**src/design/gn3_pkg.sv**
```systemverilog
// Package: permutation ROM, gradient decode and shared types for the gradient noise block.
`timescale 1ns / 1ps
package gn3_pkg;

   localparam int FracBitsDefault = 16;
   localparam int CellBits = 8;
   localparam int CoordBits = 32;
   localparam int NoiseBits = 16;

   localparam logic [7:0] HashRom [256] = '{
      8'd182, 8'd232, 8'd51, 8'd15, 8'd55, 8'd119, 8'd7, 8'd107,
      8'd230, 8'd227, 8'd6, 8'd34, 8'd216, 8'd61, 8'd183, 8'd36,
      8'd40, 8'd134, 8'd74, 8'd45, 8'd157, 8'd78, 8'd81, 8'd114,
      8'd145, 8'd9, 8'd209, 8'd189, 8'd147, 8'd58, 8'd126, 8'd0,
      8'd240, 8'd169, 8'd228, 8'd235, 8'd67, 8'd198, 8'd72, 8'd64,
      8'd88, 8'd98, 8'd129, 8'd194, 8'd99, 8'd71, 8'd30, 8'd127,
      8'd18, 8'd150, 8'd155, 8'd179, 8'd132, 8'd62, 8'd116, 8'd200,
      8'd251, 8'd178, 8'd32, 8'd140, 8'd130, 8'd139, 8'd250, 8'd26,
      8'd151, 8'd203, 8'd106, 8'd123, 8'd53, 8'd255, 8'd75, 8'd254,
      8'd86, 8'd234, 8'd223, 8'd19, 8'd199, 8'd244, 8'd241, 8'd1,
      8'd172, 8'd70, 8'd24, 8'd97, 8'd196, 8'd10, 8'd90, 8'd246,
      8'd252, 8'd68, 8'd84, 8'd161, 8'd236, 8'd205, 8'd80, 8'd91,
      8'd233, 8'd225, 8'd164, 8'd217, 8'd239, 8'd220, 8'd20, 8'd46,
      8'd204, 8'd35, 8'd31, 8'd175, 8'd154, 8'd17, 8'd133, 8'd117,
      8'd73, 8'd224, 8'd125, 8'd65, 8'd77, 8'd173, 8'd3, 8'd2,
      8'd242, 8'd221, 8'd120, 8'd218, 8'd56, 8'd190, 8'd166, 8'd11,
      8'd138, 8'd208, 8'd231, 8'd50, 8'd135, 8'd109, 8'd213, 8'd187,
      8'd152, 8'd201, 8'd47, 8'd168, 8'd185, 8'd186, 8'd167, 8'd165,
      8'd102, 8'd153, 8'd156, 8'd49, 8'd202, 8'd69, 8'd195, 8'd92,
      8'd21, 8'd229, 8'd63, 8'd104, 8'd197, 8'd136, 8'd148, 8'd94,
      8'd171, 8'd93, 8'd59, 8'd149, 8'd23, 8'd144, 8'd160, 8'd57,
      8'd76, 8'd141, 8'd96, 8'd158, 8'd163, 8'd219, 8'd237, 8'd113,
      8'd206, 8'd181, 8'd112, 8'd111, 8'd191, 8'd137, 8'd207, 8'd215,
      8'd13, 8'd83, 8'd238, 8'd249, 8'd100, 8'd131, 8'd118, 8'd243,
      8'd162, 8'd248, 8'd43, 8'd66, 8'd226, 8'd27, 8'd211, 8'd95,
      8'd214, 8'd105, 8'd108, 8'd101, 8'd170, 8'd128, 8'd210, 8'd87,
      8'd38, 8'd44, 8'd174, 8'd188, 8'd176, 8'd39, 8'd14, 8'd143,
      8'd159, 8'd16, 8'd124, 8'd222, 8'd33, 8'd247, 8'd37, 8'd245,
      8'd8, 8'd4, 8'd22, 8'd82, 8'd110, 8'd180, 8'd184, 8'd12,
      8'd25, 8'd5, 8'd193, 8'd41, 8'd85, 8'd177, 8'd192, 8'd253,
      8'd79, 8'd29, 8'd115, 8'd103, 8'd142, 8'd146, 8'd52, 8'd48,
      8'd89, 8'd54, 8'd121, 8'd212, 8'd122, 8'd60, 8'd28, 8'd42
   };

   // hash mod 12 by repeated conditional subtraction
   function automatic logic [3:0] mod12(input logic [7:0] h);
      logic [8:0] t;
      t = {1'b0, h};
      for (int i = 0; i < 5; i++) begin
         if (t >= 9'd192 >> i) t = t - (9'd192 >> i);
      end
      if (t >= 9'd12) t = t - 9'd12;
      return t[3:0];
   endfunction

   // gradient components: 2-bit code, 00 zero, 01 plus, 11 minus
   typedef struct packed {
      logic [1:0] gx;
      logic [1:0] gy;
      logic [1:0] gz;
   } grad_type;

   localparam logic [1:0] GPos = 2'b01;
   localparam logic [1:0] GNeg = 2'b11;
   localparam logic [1:0] GZero = 2'b00;

   function automatic grad_type grad_of(input logic [3:0] g);
      grad_type r;
      r = '{GZero, GZero, GZero};
      case (g)
         4'd0: r = '{GPos, GPos, GZero};
         4'd1: r = '{GNeg, GPos, GZero};
         4'd2: r = '{GPos, GNeg, GZero};
         4'd3: r = '{GNeg, GNeg, GZero};
         4'd4: r = '{GPos, GZero, GPos};
         4'd5: r = '{GNeg, GZero, GPos};
         4'd6: r = '{GPos, GZero, GNeg};
         4'd7: r = '{GNeg, GZero, GNeg};
         4'd8: r = '{GZero, GPos, GPos};
         4'd9: r = '{GZero, GNeg, GPos};
         4'd10: r = '{GZero, GPos, GNeg};
         4'd11: r = '{GZero, GNeg, GNeg};
         default: r = '{GZero, GZero, GZero};
      endcase
      return r;
   endfunction

endpackage

```
**src/design/gn3_fade.sv**
```systemverilog
// Quintic fade of one fraction, three register stages.
`timescale 1ns / 1ps
module gn3_fade #(
   parameter int FRAC_BITS = gn3_pkg::FracBitsDefault
) (
   input  logic                 clock,
   input  logic [FRAC_BITS-1:0] frac,
   output logic [FRAC_BITS:0]   fade
);
   localparam int FB = FRAC_BITS;
   // p = 6s - 15f + 10T lies in (0, 10T]
   localparam int PB = FB + 4;

   logic [FB-1:0] f1_ff, f1_in;
   logic [FB-1:0] s_ff, s_in;
   logic [FB-1:0] c_ff, c_in;
   logic [PB-1:0] p_ff, p_in;
   logic [2*FB-1:0] sq;
   logic [2*FB-1:0] cu;
   logic [PB+FB-1:0] pr;
   logic [FB:0] fade_ff, fade_in;

   // stage 1: square
   assign sq = frac * frac;
   assign s_in = sq[2*FB-1:FB];
   assign f1_in = frac;

   // stage 2: cube and polynomial
   assign cu = s_ff * f1_ff;
   assign c_in = cu[2*FB-1:FB];
   assign p_in = PB'(6 * {4'b0, s_ff}) - PB'(15 * {4'b0, f1_ff})
               + PB'(10 * (PB'(1) << FB));

   // stage 3: product
   assign pr = (PB+FB)'(c_ff) * (PB+FB)'(p_ff);
   assign fade_in = pr[2*FB:FB];
   assign fade = fade_ff;

   always_ff @(posedge clock) begin
      f1_ff <= f1_in;
      s_ff <= s_in;
      c_ff <= c_in;
      p_ff <= p_in;
      fade_ff <= fade_in;
   end
endmodule

```
**config.mk**
```make
export PLATFORM = sky130hd
export DESIGN_NAME = gn3_fade
export DESIGN_NICKNAME = d
export VERILOG_FILES = /design/src/design/gn3_pkg.sv /design/src/design/gn3_fade.sv
export SDC_FILE = /design/constraint.sdc
export NUM_CORES = 2
export LEC_CHECK = 0
export BUFFER_PORTS_ARGS = -buffer_cell sky130_fd_sc_hd__buf_4
export CORE_MARGIN = 3
export CORE_UTILIZATION = 54
export DETAILED_ROUTE_END_ITERATION = 6
export PLACE_DENSITY = 0.7
export SLEW_MARGIN = 20
export SYNTH_ARGS = -nofsm -noshare
export SYNTH_HDL_FRONTEND = slang
export SYNTH_SLANG_ARGS = --single-unit
```
**constraint.sdc**
```tcl
create_clock -name clock -period 17.6 [get_ports clock]
set_clock_uncertainty 0.2 [all_clocks]
set_input_delay 0.88 -clock clock [delete_from_list [all_inputs] [get_ports clock]]
set_output_delay 0.88 -clock clock [all_outputs]
set_load 0.02 [all_outputs]
```
Word-level counts from Yosys, hierarchy flattened

Index checks and enable logic that the tools add are counted.
W data, S select, Z words.

Register bits: 85
Word-level logic and storage cells: 12

$add $sub $neg: 2
Multipliers: 5

Operator list:

| kind                     | count |
|---|---|
| $mul A16 B16 Y32         | 2 |
| $mul A16 B20 Y33         | 1 |
| $add A20 B20 Y20 const B | 1 |
| $mul A4 B16 Y20 const A  | 1 |
| $sub A19 B20 Y20         | 1 |
| $mul A2 B16 Y18 const A  | 1 |

Logic depth before layout (Yosys ltp)

Depth after elaboration: 3
Mapped depth: 24
Mapped depth without buffers: 23

Least setup slack after synthesis

OpenSTA, ideal clock, no wires.

Path type: in2reg
Start point: input port frac[1]
End point: register s_ff[15]
Library setup time: 0.132 ns
Data arrival time: 6.313 ns
Setup slack: 10.955 ns
Cell stages on the path: 21
Path buffers: 2
Path through: clkbuf_1 clkbuf_1 nand2_1 fa_1 fa_1 inv_1 fa_1 fa_1 fa_1 inv_1 fa_1 inv_1 ha_1 nand4_1 a2111oi_0 o211ai_1 o2111ai_1 a31oi_2 nor4_1 a2111oi_1 xnor2_1

Word-level cells in the longest chain between the ends: 1

Ends and longest elaborated chain:

| item                 | RTL line       | RTL |
|---|---|---|
| start, declared      | gn3_fade.sv:7  | `input logic [FRAC_BITS-1:0] frac,` |
| $mul A16 B16 Y32     | gn3_fade.sv:24 | `assign sq = frac * frac;` |
| net sq[31]           | gn3_fade.sv:18 | `logic [2*FB-1:0] sq;` |
| end signal, assigned | gn3_fade.sv:41 | `s_ff <= s_in;` |
| end, declared        | gn3_fade.sv:15 | `logic [FB-1:0] s_ff, s_in;` |

The timed path passes the listed nets, and every way through them passes these cells.

Worst setup path after layout

Start point: register f1_ff[7]
End point: register c_ff[14]

Word-level cells in the longest chain between the ends: 1

Ends and longest elaborated chain:

| item                   | RTL line       | RTL |
|---|---|---|
| start, declared        | gn3_fade.sv:14 | `logic [FB-1:0] f1_ff, f1_in;` |
| start signal, assigned | gn3_fade.sv:40 | `f1_ff <= f1_in;` |
| $mul A16 B16 Y32       | gn3_fade.sv:29 | `assign cu = s_ff * f1_ff;` |
| net cu[30]             | gn3_fade.sv:19 | `logic [2*FB-1:0] cu;` |
| end signal, assigned   | gn3_fade.sv:42 | `c_ff <= c_in;` |
| end, declared          | gn3_fade.sv:16 | `logic [FB-1:0] c_ff, c_in;` |

The timed path passes the listed nets, and every way through them passes these cells.

==> metrics list <==
- The final reports fail on antenna rules.
* Effective utilization at floorplan: 0.548
- Initial antenna violation count: 0
* Type of origin of the critical path: flip-flop
* Hold buffer count at cts: 0
- Setup violations remaining at the end of the flow were counted as 0.
* Number of nets in the synthesized netlist: 4161
- Final net count: 4113
- Largest fanout on the critical path: 20
* Shortest period the worst path allows: 6.96 ns
- In the final layout, the share of cells above drive strength 1 is 0.0241.
- Distinct cell type count after synthesis: 64
* Arrival @ worst endpoint: 7.03 ns
* Filler-free cell count of the finished design: 3799
- The number of max-slew violations in the final report is 0.
- The synthesized design contains 0 enable-type register cells.
- Largest incremental delay on the critical path: 0.98 ns
* Post-synthesis register bit count: 85
- Yosys Warn Count: 0
- Cell area after placement: 0.0298 sq mm
* Most frequent standard cell in the layout excluding fill and tap cells: sky130_fd_sc_hd__inv_1
- Global-route total usage across every layer: 0.245
* Final total negative setup slack: 0 ns
- Count of max-cap constraint violations: 0
- In the final routed layout, each cell accounts on average for 17.0 um.
- Total via count in the routed design: 20258
- Remaining number of nets flagged by the antenna check after routing: 1
- First-pass GRT wire length: 112 mm
- Layout Cell Area excl Fill: 0.0301 sq mm
* Cell types occupying the most area after synthesis: sky130_fd_sc_hd__fa_1 45%, sky130_fd_sc_hd__ha_1 15%, sky130_fd_sc_hd__inv_1 10%
- In this run the cell area of the synthesized design comes to 0.0290 sq mm.
- Syn-to-layout area delta: 3.82%
* Final-report hold violation count: 0
* Commonest non-fill, non-tap cells in the layout: 796 x sky130_fd_sc_hd__inv_1, 649 x sky130_fd_sc_hd__fa_1, 392 x sky130_fd_sc_hd__nand2_1, 346 x sky130_fd_sc_hd__ha_1, 315 x sky130_fd_sc_hd__and2_1
* Category of the most critical setup path: flip-flop to flip-flop
- The worst hold path belongs to the class input port to flip-flop.
- Post-detailed-routing wire length: 64.5 mm
* Vias in the first global route: 22750
* Worst-case headroom to the max-slew limit: 0.313
- Drt first pass iters: 6
* Clock latency on the worst-skew pair: 0.37 ns
- Setup repair after global routing left no endpoint under its margin.
* Crit path cell chain: nand2_1, fa_1, inv_1, fa_1, inv_1, fa_1, inv_1, fa_1, fa_1, inv_1, fa_1, inv_1, ha_1, o211ai_1, o211ai_1, a31oi_1, o31a_1, o31ai_2, a31oi_1, o311ai_1
* Kind of capture point of the worst setup path: flip-flop
* Final weighted congestion in routability-driven placement: 0.890
- Bufs on Longest Clock Path: 2
- The biggest area contributor in the post-synthesis netlist is sky130_fd_sc_hd__fa_1.
- After clock tree synthesis, the setup repair step added 0 buffers.
- The initialized floorplan defines 84 standard-cell rows.
* Most common cell on crit path: sky130_fd_sc_hd__fa_1
* Total number of clock tree sinks: 85
- Result of the run: finished, violations left
- The slowest stage of the critical path is the sky130_fd_sc_hd__dfxtp_1 cell.
- Counting the buffers created by CTS gives 9.
- Actual transition at the worst max-transition pin: 1.03 ns
- Of the post-synthesis cell area, the dominant cell type holds 0.448.
- Maximum number of pins on one net before global-route repair: 22
- Grt ovf: 0
- Number of DRC violations after detailed routing: 0
- Counting tap cells, the placed design contains a total of 3778 instances.
- The floorplan step defined a core boundary enclosing 0.0529 sq mm.
- The share of the Yosys chip area taken by registers is 0.0587.
- HPWL Detailed: 51.7 mm
* Data required time of the critical path: 17.68 ns
* CTS tree: done
- CTS placed an instance of sky130_fd_sc_hd__clkbuf_16 at the clock tree root.
- Mean instance size in the synthesized netlist: 9.20 sq um
- The floorplan step defined a die boundary enclosing 0.0565 sq mm.
* Ratio of final minimum period to clock period: 0.395
- Number of DRC markers after the initial detailed-route iteration: 1121
- The clock tree synthesis step divided the H-tree into 3 levels.
- 34 I/O pins were placed.
* Cts repair resizes: 0
- Proportion of register bits with asynchronous set or reset after synthesis: 0
- Synthesis produced a netlist whose cell count is 3149.
- Timing-limited maximum frequency: 144 MHz
- Dividing the detail-routed via count by the number of cells gives 5.33.
- Fill cells in the final layout number 4608.
* Clock transition at path regs: 0.07 ns
- The die is 238 um wide.
* Count of input and output buffers: 33
* Final core utilization: 0.569
- Vertical die dimension: 238 um
* Dominant synthesized flop cell: sky130_fd_sc_hd__dfxtp_1
[worst paths after layout]
path | start | to | slack (ns) | cells after the start
setup / recovery | f1_ff[7] | c_ff[14] | 10.64 | 20
hold / removal | frac[3] | f1_ff[3] | 0.56 | 1
setup reg to reg | f1_ff[7] | c_ff[14] | 10.64 | 20
hold reg to reg | f1_ff[0] | p_ff[0] | 0.59 | 0
[registers in the layout, summed over array words and instances (netlist names)]
signal,flops
c_ff,16
f1_ff,16
fade,17
p_ff,20
s_ff,16
[logic make-up (layout without fill, tap and decap cells)]
family,after synthesis,in the layout,synth area share
XOR/XNOR,90,90,0.0272
other,0,5,0
multiplexers,2,2,0.000734
adder cells (fa/ha/maj),995,995,0.598
buffers and inverters,896,853,0.116
AND/OR/NAND/NOR,858,858,0.147
flip-flops,85,85,0.0587
AO/OA/AOI/OAI,223,223,0.0530
[worst max-delay path: cells and delay by family (launching register included)]
family                     cells  cell delay [ns]
and+or+nand+nor                1             0.18
buffers and inverters          5             0.27
adders and majority gates      7             3.38
AOI/OAI and AO/OA              7             1.85
DFF                            1             0.98
[area by class of cell]
class	count	area (sq um)	share of cell area
Inverter	796	2990	0.0993
Clock inverter	7	78.8	0.00262
Timing Repair Buffer	41	308	0.0102
Clock buffer	9	225	0.00749
Tap cell	688	861	0.0286
Sequential cell	85	1700	0.0566
Antenna cell	5	12.5	0.000416
Multi-Input combinational cell	2168	23900	0.795
[synthesized netlist by cell type (33+ instances only)]
master / instances
sky130_fd_sc_hd__o21ai_0: 37
sky130_fd_sc_hd__and2_1: 315
sky130_fd_sc_hd__nor2_1: 53
sky130_fd_sc_hd__dfxtp_1: 85
sky130_fd_sc_hd__nand2_1: 392
sky130_fd_sc_hd__fa_1: 649
sky130_fd_sc_hd__clkbuf_1: 98
sky130_fd_sc_hd__ha_1: 346
sky130_fd_sc_hd__inv_1: 796
sky130_fd_sc_hd__xnor2_1: 63
sky130_fd_sc_hd__a21oi_1: 60
sky130_fd_sc_hd__a21o_1: 33
[routing by layer]
metal  global-route usage  routed length [um]  vias to the layer above
met3               0.0302                3260                      146
met5                    0                   0                        -
met1                0.308               26000                    10329
met2                0.441               33300                      530
li1                     -                   -                     9253
met4               0.0798                1990                        0
[per-stage QoR]
step / hold WS [ns] / setup slack [ns]
finish: 0.555 / 10.64
global route: 0.549 / 10.36
CTS: 0.530 / 10.65
detailed placement: 0.607 / 10.52
global placement: 0.608 / 10.61
floorplan: 0.203 / 10.95
Power is left out: the tool's default activity adds up to more than one toggle a clock period on the data nets, which glitch-free logic cannot reach.
