**src/design/gn3_pkg.sv**
```systemverilog
// Package: permutation ROM, gradient decode and shared types for the gradient noise block.
`timescale 1ns / 1ps
package gn3_pkg;

   localparam int FracBitsDefault = 16;
   localparam int CellBits = 8;
   localparam int CoordBits = 32;
   localparam int NoiseBits = 16;

   localparam logic [7:0] HashRom [256] = '{
      8'd182, 8'd232, 8'd51, 8'd15, 8'd55, 8'd119, 8'd7, 8'd107,
      8'd230, 8'd227, 8'd6, 8'd34, 8'd216, 8'd61, 8'd183, 8'd36,
      8'd40, 8'd134, 8'd74, 8'd45, 8'd157, 8'd78, 8'd81, 8'd114,
      8'd145, 8'd9, 8'd209, 8'd189, 8'd147, 8'd58, 8'd126, 8'd0,
      8'd240, 8'd169, 8'd228, 8'd235, 8'd67, 8'd198, 8'd72, 8'd64,
      8'd88, 8'd98, 8'd129, 8'd194, 8'd99, 8'd71, 8'd30, 8'd127,
      8'd18, 8'd150, 8'd155, 8'd179, 8'd132, 8'd62, 8'd116, 8'd200,
      8'd251, 8'd178, 8'd32, 8'd140, 8'd130, 8'd139, 8'd250, 8'd26,
      8'd151, 8'd203, 8'd106, 8'd123, 8'd53, 8'd255, 8'd75, 8'd254,
      8'd86, 8'd234, 8'd223, 8'd19, 8'd199, 8'd244, 8'd241, 8'd1,
      8'd172, 8'd70, 8'd24, 8'd97, 8'd196, 8'd10, 8'd90, 8'd246,
      8'd252, 8'd68, 8'd84, 8'd161, 8'd236, 8'd205, 8'd80, 8'd91,
      8'd233, 8'd225, 8'd164, 8'd217, 8'd239, 8'd220, 8'd20, 8'd46,
      8'd204, 8'd35, 8'd31, 8'd175, 8'd154, 8'd17, 8'd133, 8'd117,
      8'd73, 8'd224, 8'd125, 8'd65, 8'd77, 8'd173, 8'd3, 8'd2,
      8'd242, 8'd221, 8'd120, 8'd218, 8'd56, 8'd190, 8'd166, 8'd11,
      8'd138, 8'd208, 8'd231, 8'd50, 8'd135, 8'd109, 8'd213, 8'd187,
      8'd152, 8'd201, 8'd47, 8'd168, 8'd185, 8'd186, 8'd167, 8'd165,
      8'd102, 8'd153, 8'd156, 8'd49, 8'd202, 8'd69, 8'd195, 8'd92,
      8'd21, 8'd229, 8'd63, 8'd104, 8'd197, 8'd136, 8'd148, 8'd94,
      8'd171, 8'd93, 8'd59, 8'd149, 8'd23, 8'd144, 8'd160, 8'd57,
      8'd76, 8'd141, 8'd96, 8'd158, 8'd163, 8'd219, 8'd237, 8'd113,
      8'd206, 8'd181, 8'd112, 8'd111, 8'd191, 8'd137, 8'd207, 8'd215,
      8'd13, 8'd83, 8'd238, 8'd249, 8'd100, 8'd131, 8'd118, 8'd243,
      8'd162, 8'd248, 8'd43, 8'd66, 8'd226, 8'd27, 8'd211, 8'd95,
      8'd214, 8'd105, 8'd108, 8'd101, 8'd170, 8'd128, 8'd210, 8'd87,
      8'd38, 8'd44, 8'd174, 8'd188, 8'd176, 8'd39, 8'd14, 8'd143,
      8'd159, 8'd16, 8'd124, 8'd222, 8'd33, 8'd247, 8'd37, 8'd245,
      8'd8, 8'd4, 8'd22, 8'd82, 8'd110, 8'd180, 8'd184, 8'd12,
      8'd25, 8'd5, 8'd193, 8'd41, 8'd85, 8'd177, 8'd192, 8'd253,
      8'd79, 8'd29, 8'd115, 8'd103, 8'd142, 8'd146, 8'd52, 8'd48,
      8'd89, 8'd54, 8'd121, 8'd212, 8'd122, 8'd60, 8'd28, 8'd42
   };

   // hash mod 12 by repeated conditional subtraction
   function automatic logic [3:0] mod12(input logic [7:0] h);
      logic [8:0] t;
      t = {1'b0, h};
      for (int i = 0; i < 5; i++) begin
         if (t >= 9'd192 >> i) t = t - (9'd192 >> i);
      end
      if (t >= 9'd12) t = t - 9'd12;
      return t[3:0];
   endfunction

   // gradient components: 2-bit code, 00 zero, 01 plus, 11 minus
   typedef struct packed {
      logic [1:0] gx;
      logic [1:0] gy;
      logic [1:0] gz;
   } grad_type;

   localparam logic [1:0] GPos = 2'b01;
   localparam logic [1:0] GNeg = 2'b11;
   localparam logic [1:0] GZero = 2'b00;

   function automatic grad_type grad_of(input logic [3:0] g);
      grad_type r;
      r = '{GZero, GZero, GZero};
      case (g)
         4'd0: r = '{GPos, GPos, GZero};
         4'd1: r = '{GNeg, GPos, GZero};
         4'd2: r = '{GPos, GNeg, GZero};
         4'd3: r = '{GNeg, GNeg, GZero};
         4'd4: r = '{GPos, GZero, GPos};
         4'd5: r = '{GNeg, GZero, GPos};
         4'd6: r = '{GPos, GZero, GNeg};
         4'd7: r = '{GNeg, GZero, GNeg};
         4'd8: r = '{GZero, GPos, GPos};
         4'd9: r = '{GZero, GNeg, GPos};
         4'd10: r = '{GZero, GPos, GNeg};
         4'd11: r = '{GZero, GNeg, GNeg};
         default: r = '{GZero, GZero, GZero};
      endcase
      return r;
   endfunction

endpackage

```
**src/design/gn3_blend.sv**
```systemverilog
// One linear blend a + floor(u*(b-a)/T), two register stages.
`timescale 1ns / 1ps
module gn3_blend #(
   parameter int FRAC_BITS = gn3_pkg::FracBitsDefault
) (
   input  logic                        clock,
   input  logic signed [FRAC_BITS+2:0] a,
   input  logic signed [FRAC_BITS+2:0] b,
   input  logic [FRAC_BITS:0]          u,
   output logic signed [FRAC_BITS+2:0] y
);
   localparam int FB = FRAC_BITS;
   localparam int NB = FB + 3;
   localparam int PB = NB + 1 + FB + 2;

   logic signed [NB:0] d_ff, d_in;
   logic signed [NB-1:0] a_ff;
   logic [FB:0] u_ff;
   logic signed [PB-1:0] pr;
   logic signed [NB-1:0] y_ff, y_in;

   // stage 1: difference
   assign d_in = (NB+1)'(b) - (NB+1)'(a);

   // stage 2: scale, arithmetic shift floors
   assign pr = PB'(d_ff) * $signed({1'b0, u_ff});
   assign y_in = a_ff + NB'(pr >>> FB);

   always_ff @(posedge clock) begin
      d_ff <= d_in;
      a_ff <= a;
      u_ff <= u;
      y_ff <= y_in;
   end
   assign y = y_ff;
endmodule

```
**config.mk**
```make
export PLATFORM = sky130hd
export DESIGN_NAME = gn3_blend
export DESIGN_NICKNAME = d
export VERILOG_FILES = /design/src/design/gn3_pkg.sv /design/src/design/gn3_blend.sv
export SDC_FILE = /design/constraint.sdc
export NUM_CORES = 1
export LEC_CHECK = 0
export BUFFER_PORTS_ARGS = -buffer_cell sky130_fd_sc_hd__clkbuf_2
export CORE_MARGIN = 3
export CORE_UTILIZATION = 41
export CTS_CLUSTER_DIAMETER = 150
export DETAILED_ROUTE_END_ITERATION = 10
export GPL_TIMING_DRIVEN = 0
export PLACE_DENSITY = 0.6
export SLEW_MARGIN = 5
export SYNTH_ARGS = -nofsm -noshare
export SYNTH_HDL_FRONTEND = slang
export SYNTH_SLANG_ARGS = --single-unit
```
**constraint.sdc**
```tcl
create_clock -name clock -period 8.65 [get_ports clock]
set_input_delay 0.4325 -clock clock [delete_from_list [all_inputs] [get_ports clock]]
set_output_delay 0.4325 -clock clock [all_outputs]
set_load 0.005 [all_outputs]
```
# Word-level counts from Yosys, hierarchy flattened
# Cells that the tools add are included.
totals:
  regBits: 75
  in_bits: 56
  out_inout_bits: 19
classes:
  n_addsub: 2
  n_mul: 1
ops:
  columns: ["operator", "count"]
  rows:
  - ["$mul 20x18->35", 1]
  - ["$sub 19x19->20", 1]
  - ["$add 19x19->19", 1]

# Longest topological paths before layout
# Gate-level depths: netlist of the first run.
depth:
  ltp_word: 2
  ltp_mapped: 33
  depth_no_buf: 32

# Worst setup path after synthesis of the first run
# Ideal clock, no wire load.
synth_path:
  kind: "reg-to-reg"
  start: "register d_ff[9]"
  end: "register y_ff[18], in the netlist y[18]"
  setup_ns: 0.129
  arrival_ns: 7.558
  t_required_ns: 8.521
  setup_slack_ns: 0.962
  path_stages_with_launch: 32
  period_less_slack_ns: 7.688
  path_cell_list: "dfxtp_1 -> clkbuf_1 -> and2_1 -> fa_1 -> inv_1 -> fa_1 -> fa_1 -> fa_1 -> inv_1 -> fa_1 -> inv_1 -> fa_1 -> inv_1 -> ha_1 -> a2111oi_2 -> o21ai_1 -> a21oi_2 -> nor3b_2 -> a211o_1 -> a41oi_1 -> nor2b_1 -> nor2_1 -> xnor2_1 -> ha_1 -> nand2_1 -> nor2_1 -> a211oi_1 -> o31ai_1 -> o31a_1 -> a41o_1 -> a21oi_1 -> xnor3_1"
synth_between:
  elab_chain_cells: 2
synth_rtl:
  columns: ["element", "line", "text"]
  rows:
  - ["start, declared", "gn3_blend.sv:16", "logic signed [NB:0] d_ff, d_in;"]
  - ["start signal, assigned", "gn3_blend.sv:30", "d_ff <= d_in;"]
  - ["$mul 20x18->35", "gn3_blend.sv:26", "assign pr = PB'(d_ff) * $signed({1'b0, u_ff});"]
  - ["$add 19x19->19", "gn3_blend.sv:27", "assign y_in = a_ff + NB'(pr >>> FB);"]
  - ["named net y_in[18]", "gn3_blend.sv:20", "logic signed [NB-1:0] y_ff, y_in;"]
  - ["end signal, assigned", "gn3_blend.sv:33", "y_ff <= y_in;"]
  - ["end, declared", "gn3_blend.sv:20", null]
# The timed path passes the listed nets, and every way through them passes these cells.

# Final worst setup path of the first run
layout_path:
  start: "register d_ff[11]"
  end: "register y_ff[18], in the netlist y[18]"
# The elaborated chain is that of the path after synthesis.

==> impl.org, run 1 <==
** Min path
- Worst Hold Launch :: u[1]
- The tightest min-delay check is of the in2reg type.
- The worst hold path terminates at u_ff[1].
- Along the worst hold path, the cell count comes to 1.

** GRT
- The number of antenna violations at the first check in global routing came to 0.
- Via count of the first global-routing pass :: about 11000
- Entering global routing, the biggest net connects 14 pins.
- The first global-routing pass estimated between 60000 and 70000 um of wire.
- GRT Total Usage :: 0.204
- For this run the aggregate overflow at the end of global routing stands at 0.

** Run status
- The run finished with clean final reports.

** Logic synthesis
- In this run the cell area of the synthesized design comes to approximately 0.015 mm^2.
- After synthesis, the most frequently instantiated cells are sky130_fd_sc_hd__inv_1 (415), sky130_fd_sc_hd__fa_1 (321), sky130_fd_sc_hd__nand2_1 (177).
- Dominant register cell in the synthesized netlist :: sky130_fd_sc_hd__dfxtp_1
- Multiplexer fraction of the synthesized cell area :: 0
- Yosys mapped a number of flops with a built-in enable equal to 0.
- The area fraction in compound gates after synthesis was 0.0505.
- Each instance of the synthesized netlist takes up on average 9.25 um^2.
- The number of nets handed over by synthesis was between 2000 and 2500.
- For this run, asynchronously set or reset flops after synthesis account for 0.
- Counting distinct cell types in the post-synthesis netlist gives 52.
- Of the total synthesized cell area, the portion taken by AND, OR, NAND and NOR gates is 0.152.
- The cell count after synthesis came out at roughly 1600.
- Biggest area contributors in the synthesized netlist :: sky130_fd_sc_hd__fa_1 (44%), sky130_fd_sc_hd__inv_1 (11%), sky130_fd_sc_hd__ha_1 (10%)
- Of the total synthesized cell area, the portion taken by full adders, half adders and majority gates is 0.540.
- Combinational family with the most area after synthesis :: adder cells
- Of the total synthesized cell area, the portion taken by XOR and XNOR cells is 0.0372.
- Among all cell types in the netlist, the one instantiated most often is sky130_fd_sc_hd__inv_1.
- The share of synthesized area in the top cell type comes to 0.436.
- Cell type with the highest aggregate area in the netlist :: sky130_fd_sc_hd__fa_1
- Share of synthesized area occupied by flip-flops and latches :: 0.102
- After synthesis the netlist holds a flip-flop and latch count of 75.
- Synth warnings :: 0

** Layout
- The filler cells instantiated in the layout total 3400.
- Proportion of layout cells with a drive suffix above 1 :: 0.0959
- For this run, the post-layout net count is about 2200.
- The multi-input combinational cells in the finished layout cover a total of 0.0116 mm^2.
- Combined flip-flop and latch cell area :: approximately 0.0015 mm^2
- Final std cells w/o fill :: ~2100
- The number of antenna diodes in the final layout is 0.
- Synth-to-layout area growth :: 10.2%
- After routing the design area is about 0.016 mm^2.

** Worst setup path
- STA puts the critical path data required time at 8890 ps.
- WP data arrival :: 8480 ps
- STA classifies the critical path startpoint as a flip-flop.
- For this design, the slowest cell found on the critical path is sky130_fd_sc_hd__fa_1.
- Slack of the worst reg-to-reg path :: just over 400 ps
- Cell mode on critical path :: sky130_fd_sc_hd__fa_1
- By startpoint and endpoint, the worst setup path is classified as reg2reg.
- The number of cells on the worst reg-to-reg path is 29.
- Terminus of the critical flop-to-flop path :: y[18]
- Category of the worst setup path capture point :: flip-flop
- Delay of the slowest cell on the worst path :: between 500 and 600 ps
- Origin of the critical flop-to-flop path :: d_ff[11]
- Along the worst path, the maximum fanout reaches 10.

** Placed design
- Once placement completed, the tool counted placed cells totaling 2123.
- After detailed placement, the total cell area comes to between 0.015 and 0.02 mm^2.
- At the end of routability-driven placement, the weighted congestion stood at approximately 0.92.
- Count of port buffers added during placement :: 74
- Detailed placement finished with a half-perimeter wire length of between 30000 and 40000 um.

** Clock tree
- Master cell of the clock root buffer :: sky130_fd_sc_hd__clkbuf_16
- The clock passes through at most 2 buffers.
- After clock tree synthesis, the clock-pin slew on the worst setup and hold paths is ~60 ps.
- Clock tree synthesis inserted a total of 9 buffers.
- Clock latency on the worst-skew pair :: 360 ps
- TritonCTS clock tree :: yes
- The H-tree was split into 3 levels.
- CTS saw 75 sinks.

** Detailed routing
- The routed layout has around 10000 vias.
- DRC violation total after the first TritonRoute iteration :: 460
- The first detailed-routing pass ran for 7 iterations.
- Routed vias/inst :: around 4.9
- Dividing the detail-routed wire length by the instance count gives ~17 um.
- Final WL :: between 30000 and 40000 um
- After detailed routing, the number of remaining DRC violations is 0.
- The detail route stage leaves a number of antenna-violating nets equal to 0.

** Run
- The tool flagged a number of max-cap violations equal to 0.

** Timing
- For the final database, setup skew stands at around 15 ps.
- The worst pin sits at a relative slew slack of 0.490.
- Period Utilization, post-route :: 0.953
- The final count of hold timing violations is 0.
- Final Max Tran Viols :: 0
- Slew at the pin with the worst max-slew slack :: 765 ps
- Based on the critical path, the design can be clocked at up to roughly 0.12 GHz.
- Final setup violation count :: 0
- Fin crit period :: 8240 ps
- Setup repair after global routing missed its margin :: no

** Floorplanning
- The total area inside the core boundary comes to roughly 0.035 mm^2.
- Number of standard-cell rows in the floorplan :: 68
- During I/O placement, the number of pins put on the boundary was 75.
- The initial utilization of the core area, before any placement, comes to 0.421.
- The floorplan step set the die height to 196 um.
- The floorplan step set the die width to a little under 200 um.
- The die covers about 0.038 mm^2.
per-stage QoR:
stage | hold slack [ps] | util | setup TNS [ps] | setup WS (ps)
after floorplan | 432 | - | 0 | 962
after global placement | 443 | 0.448 | -2100 | -784
final | 177 | 0.465 | 0 | 410
after CTS | 161 | 0.462 | 0 | 9.22
after detailed placement | 445 | 0.448 | -2540 | -851
after global routing | 171 | 0.465 | 0 | 13.9
placed cells by master (no fill, tap or decap), drive strengths merged, types with 7 or more instances in the layout:
cell	count
nor3	8
ha	122
a21oi	25
and2	174
clkbuf	135
dfxtp	75
a21o	13
fa	321
buf	9
nor2b	11
nor2	36
o21ai	20
nand3	9
o31ai	7
xor2	12
nand2	177
inv	417
xnor2	48
area by class of cell:
cell class / instances / area share
Multi-Input combinational cell: 1051 / 0.714
Inverter: 415 / 0.0959
Sequential cell: 75 / 0.0937
Tap cell: 455 / 0.0350
Timing Repair Buffer: 80 / 0.0256
Buffer: 53 / 0.0173
Clock buffer: 11 / 0.0143
Clock inverter: 5 / 0.00370
per-layer routing:
layer	vias up	part of all wire	routed length, um	track usage
met4	0	0.048	1770	0.0858
li1	4843	-	-	-
met1	5230	0.42	15400	0.267
met2	260	0.49	17800	0.344
met3	86	0.047	1740	0.0262
met5	-	0	0	0
worst max-delay path: cells and delay by family, from the launching register on:
kind	cells	cell delay [ps]
compound gates	13	2590
xor+xnor	2	550
fa+ha+maj	8	3580
buf+inv	3	540
flops	1	510
simple gates	3	310
registers in the layout, summed over array words and instances (netlist names):
signal	cells
y	19
u_ff	17
d_ff	20
a_ff	19
cells by family after synthesis:
group / after synthesis
compound gates: 104
fa+ha+maj: 443
flops: 75
simple gates: 443
buf+inv: 468
xor+xnor: 61
worst max-delay path by stage:
| stage | from | end | slack, ps |
|---|---|---|---|
| floorplan | d_ff[9] | y[18] | 960 |
| global placement | d_ff[8] | y[18] | -780 |
| finish | d_ff[11] | y[18] | 410 |
| detailed placement | d_ff[8] | y[18] | -850 |
| CTS | d_ff[8] | y[18] | 9 |
| global route | d_ff[11] | y[18] | 10 |
timing repair:
action / in CTS / in global routing
gates resized for setup: 56 / 37
buffers inserted: 5 / 1
endpoints found under the setup margin: 6 / 3
pin swaps: 6 / 9
hold buffers: 0 / 0
Power of run 1 is not shown: default switching activity piles up to over one toggle a cycle in this logic, so the estimate is an artifact.
==> run 2, diff against run 1 <==
- RECOVER_POWER: default -> 50
==> run 2 against run 1 <==
Core utilization down 0.071 points. Clock skew fell by 0.59 ps. Design area fell by 0.15%. Highest routed layer unchanged.
==> impl.org, run 2 (synthesis gave the netlist of run 1 again) <==
** Run status
- Outcome :: complete, no violations

** Layout
- Diodes inserted :: 0
- In the layout the commonest cells are sky130_fd_sc_hd__inv_1 (415), sky130_fd_sc_hd__fa_1 (321), sky130_fd_sc_hd__nand2_1 (177).
- The register with the most flip-flops in the layout has 20 of them.
- At the end of the flow, the number of nets in the layout was 2184.
- Filler cell count :: about 3400
- In the final layout, the share of cells above drive strength 1 is 0.0840.
- Summing all multi-input logic gate instances after layout gives 0.0116 mm^2.
- Combined flip-flop and latch cell area :: between 0.0015 and 0.002 mm^2
- Most flops, register :: d_ff
- Synth-to-layout area growth :: 10.0%
- Most common cell after layout, fill and taps aside :: sky130_fd_sc_hd__inv_1

** Worst setup path
- For the worst setup path, the data required time is around 8900 ps.
- Cell mode on critical path :: sky130_fd_sc_hd__fa_1
- Slack of the worst reg-to-reg path :: approximately 400 ps
- For the worst setup path, the data arrival time is 8480 ps.
- Of all nets on the critical path, the largest fanout is 10.
- Measured in cells, the most critical reg-to-reg path has a length of 29.
- Category of the worst setup path capture point :: flip-flop
- The endpoint identified for the worst register-to-register timing path is y[18].
- Type of the worst setup path :: reg2reg
- CP max stage cell :: sky130_fd_sc_hd__fa_1
- In this run the critical register-to-register path is launched from d_ff[12].
- For this run, the slowest stage of the critical path takes roughly 570 ps.
- Type of origin of the critical path :: flip-flop

** Timing
- Final Max Tran Viols :: 0
- Between clock sinks in the finished design, the worst skew comes to 14.7 ps.
- Dividing the final minimum period by the clock period gives 0.952.
- Setup repair after global routing left no endpoint under its margin.
- The final count of hold timing violations is 0.
- Derived from the worst setup path, the maximum achievable clock frequency is approximately 0.12 GHz.
- In the final timing run, aggregate negative setup slack is 0 ps.
- The routed design could run at a clock period as short as ~8000 ps.
- Final setup violation count :: 0
- Slew at the pin with the worst max-slew slack :: approximately 770 ps
- Worst relative slew slack :: 0.484

** Clock tree
- Clock latency on the worst-skew pair :: ~360 ps
- TritonCTS clock tree :: yes
- Number of buffers inserted for hold repair after clock tree synthesis :: 0
- The clock passes through at most 2 buffers.
- Num CTS Buffers :: 9
- Master cell of the clock root buffer :: sky130_fd_sc_hd__clkbuf_16
- The clock drives 75 sinks.
- After clock tree synthesis, the clock-pin slew on the worst setup and hold paths is approximately 60 ps.
- The H-tree generated during clock tree synthesis spans 3 levels.

** Floorplanning
- Height of the chip :: between 150 and 200 um
- Number of standard-cell rows in the floorplan :: slightly below 70
- Measured along the x axis, the die boundary spans about 200 um.
- Full die area :: ~0.038 mm^2
- The initial utilization of the core area, before any placement, comes to 0.421.
- Area of the core :: 0.0350 mm^2
- During I/O placement, the number of pins put on the boundary was 75.

** GRT
- Entering global routing, the biggest net connects 14 pins.
- The first global-routing pass estimated slightly above 60000 um of wire.
- GRT Total Usage :: 0.204
- The via count of the first global-routing pass is approximately 11000.
- The number of antenna violations at the first check in global routing came to 0.
- Remaining Overflow, GRT :: 0

** Detailed routing
- Final WL :: ~37000 um
- Routed vias/inst :: 4.86
- After detailed routing, the average wire length per cell comes to roughly 17 um.
- Detailed Routing Iterations Pass 1 :: 4
- DRC violation total after the first TritonRoute iteration :: between 400 and 500
- After detailed routing, the number of remaining DRC violations is 0.
- Vias after detailed routing :: around 10000
- Routed Antenna Nets :: 0

** Placed design
- At the end of routability-driven placement, the weighted congestion stood at between 0.9 and 1.
- Hpwl dp :: 30900 um
- Count of port buffers added during placement :: 74

** Min path
- Along the worst hold path, the cell count comes to 1.
- Path type of the worst min-delay path :: in2reg
- The worst hold path terminates at u_ff[1].
- The startpoint identified for the worst hold timing path is u[1].

** Run
- Count of max-cap constraint violations :: 0
[run 2: cell counts in the layout (fill, tap and decap cells not counted)]
No cell type changed its count.
[run 2: critical path: cells and delay by family, from the launching register on]
kind | cells | cell delay (ps)
AO/OA/AOI/OAI | 13 | 2620
XOR/XNOR | 2 | 550
adder cells (fa/ha/maj) | 8 | 3600
buffers and inverters | 3 | 550
flip-flops | 1 | 470
AND/OR/NAND/NOR | 3 | 320
[run 2: final cells by class]
class	count	area share
Clock buffer	11	0.0143
Clock inverter	5	0.00370
Multi-Input combinational cell	1051	0.716
Sequential cell	75	0.0938
Inverter	415	0.0960
Timing Repair Buffer	80	0.0241
Buffer	53	0.0174
Tap cell	455	0.0351
[run 2: metal layers]
layer  part of all wire  global-route usage  routed length (um)  vias to the layer above
met5                  0                   0                   0                        -
met3              0.045              0.0262                1640                       89
met1               0.42               0.267               15500                     5249
met4              0.049              0.0858                1790                        0
met2               0.48               0.344               17800                      248
li1                   -                   -                   -                     4845
[run 2: worst max-delay path by stage]
stage             start  endpoint  slack, ps  cells after the start
2_1_floorplan   d_ff[9]     y[18]        960                     31
3_3_place_gp    d_ff[8]     y[18]       -780                     31
3_5_place_dp    d_ff[8]     y[18]       -850                     31
4_1_cts         d_ff[8]     y[18]          9                     32
5_1_grt        d_ff[11]     y[18]         10                     29
6_report       d_ff[12]     y[18]        410                     29
[run 2: what timing repair did]
action,4_1_cts,5_1_grt
resized for setup,56,37
buffers inserted,5,1
endpoints found under the setup margin,6,3
pin swaps,6,9
[run 2: metrics by stage]
step / setup WS [ps] / util / hold slack [ps] / cells / area (um^2)
final: 412 / 0.464 / 176 / 2145 / 16200
after global routing: 13.9 / 0.464 / 171 / 2145 / 16200
after CTS: 9.22 / 0.462 / 161 / 2144 / 16200
after detailed placement: -851 / 0.448 / 445 / 2123 / 15700
after global placement: -784 / 0.448 / 443 / 2123 / 15700
after floorplan: 962 / - / 432 / 1594 / 14700
Power of run 2 is left out for the same reason.
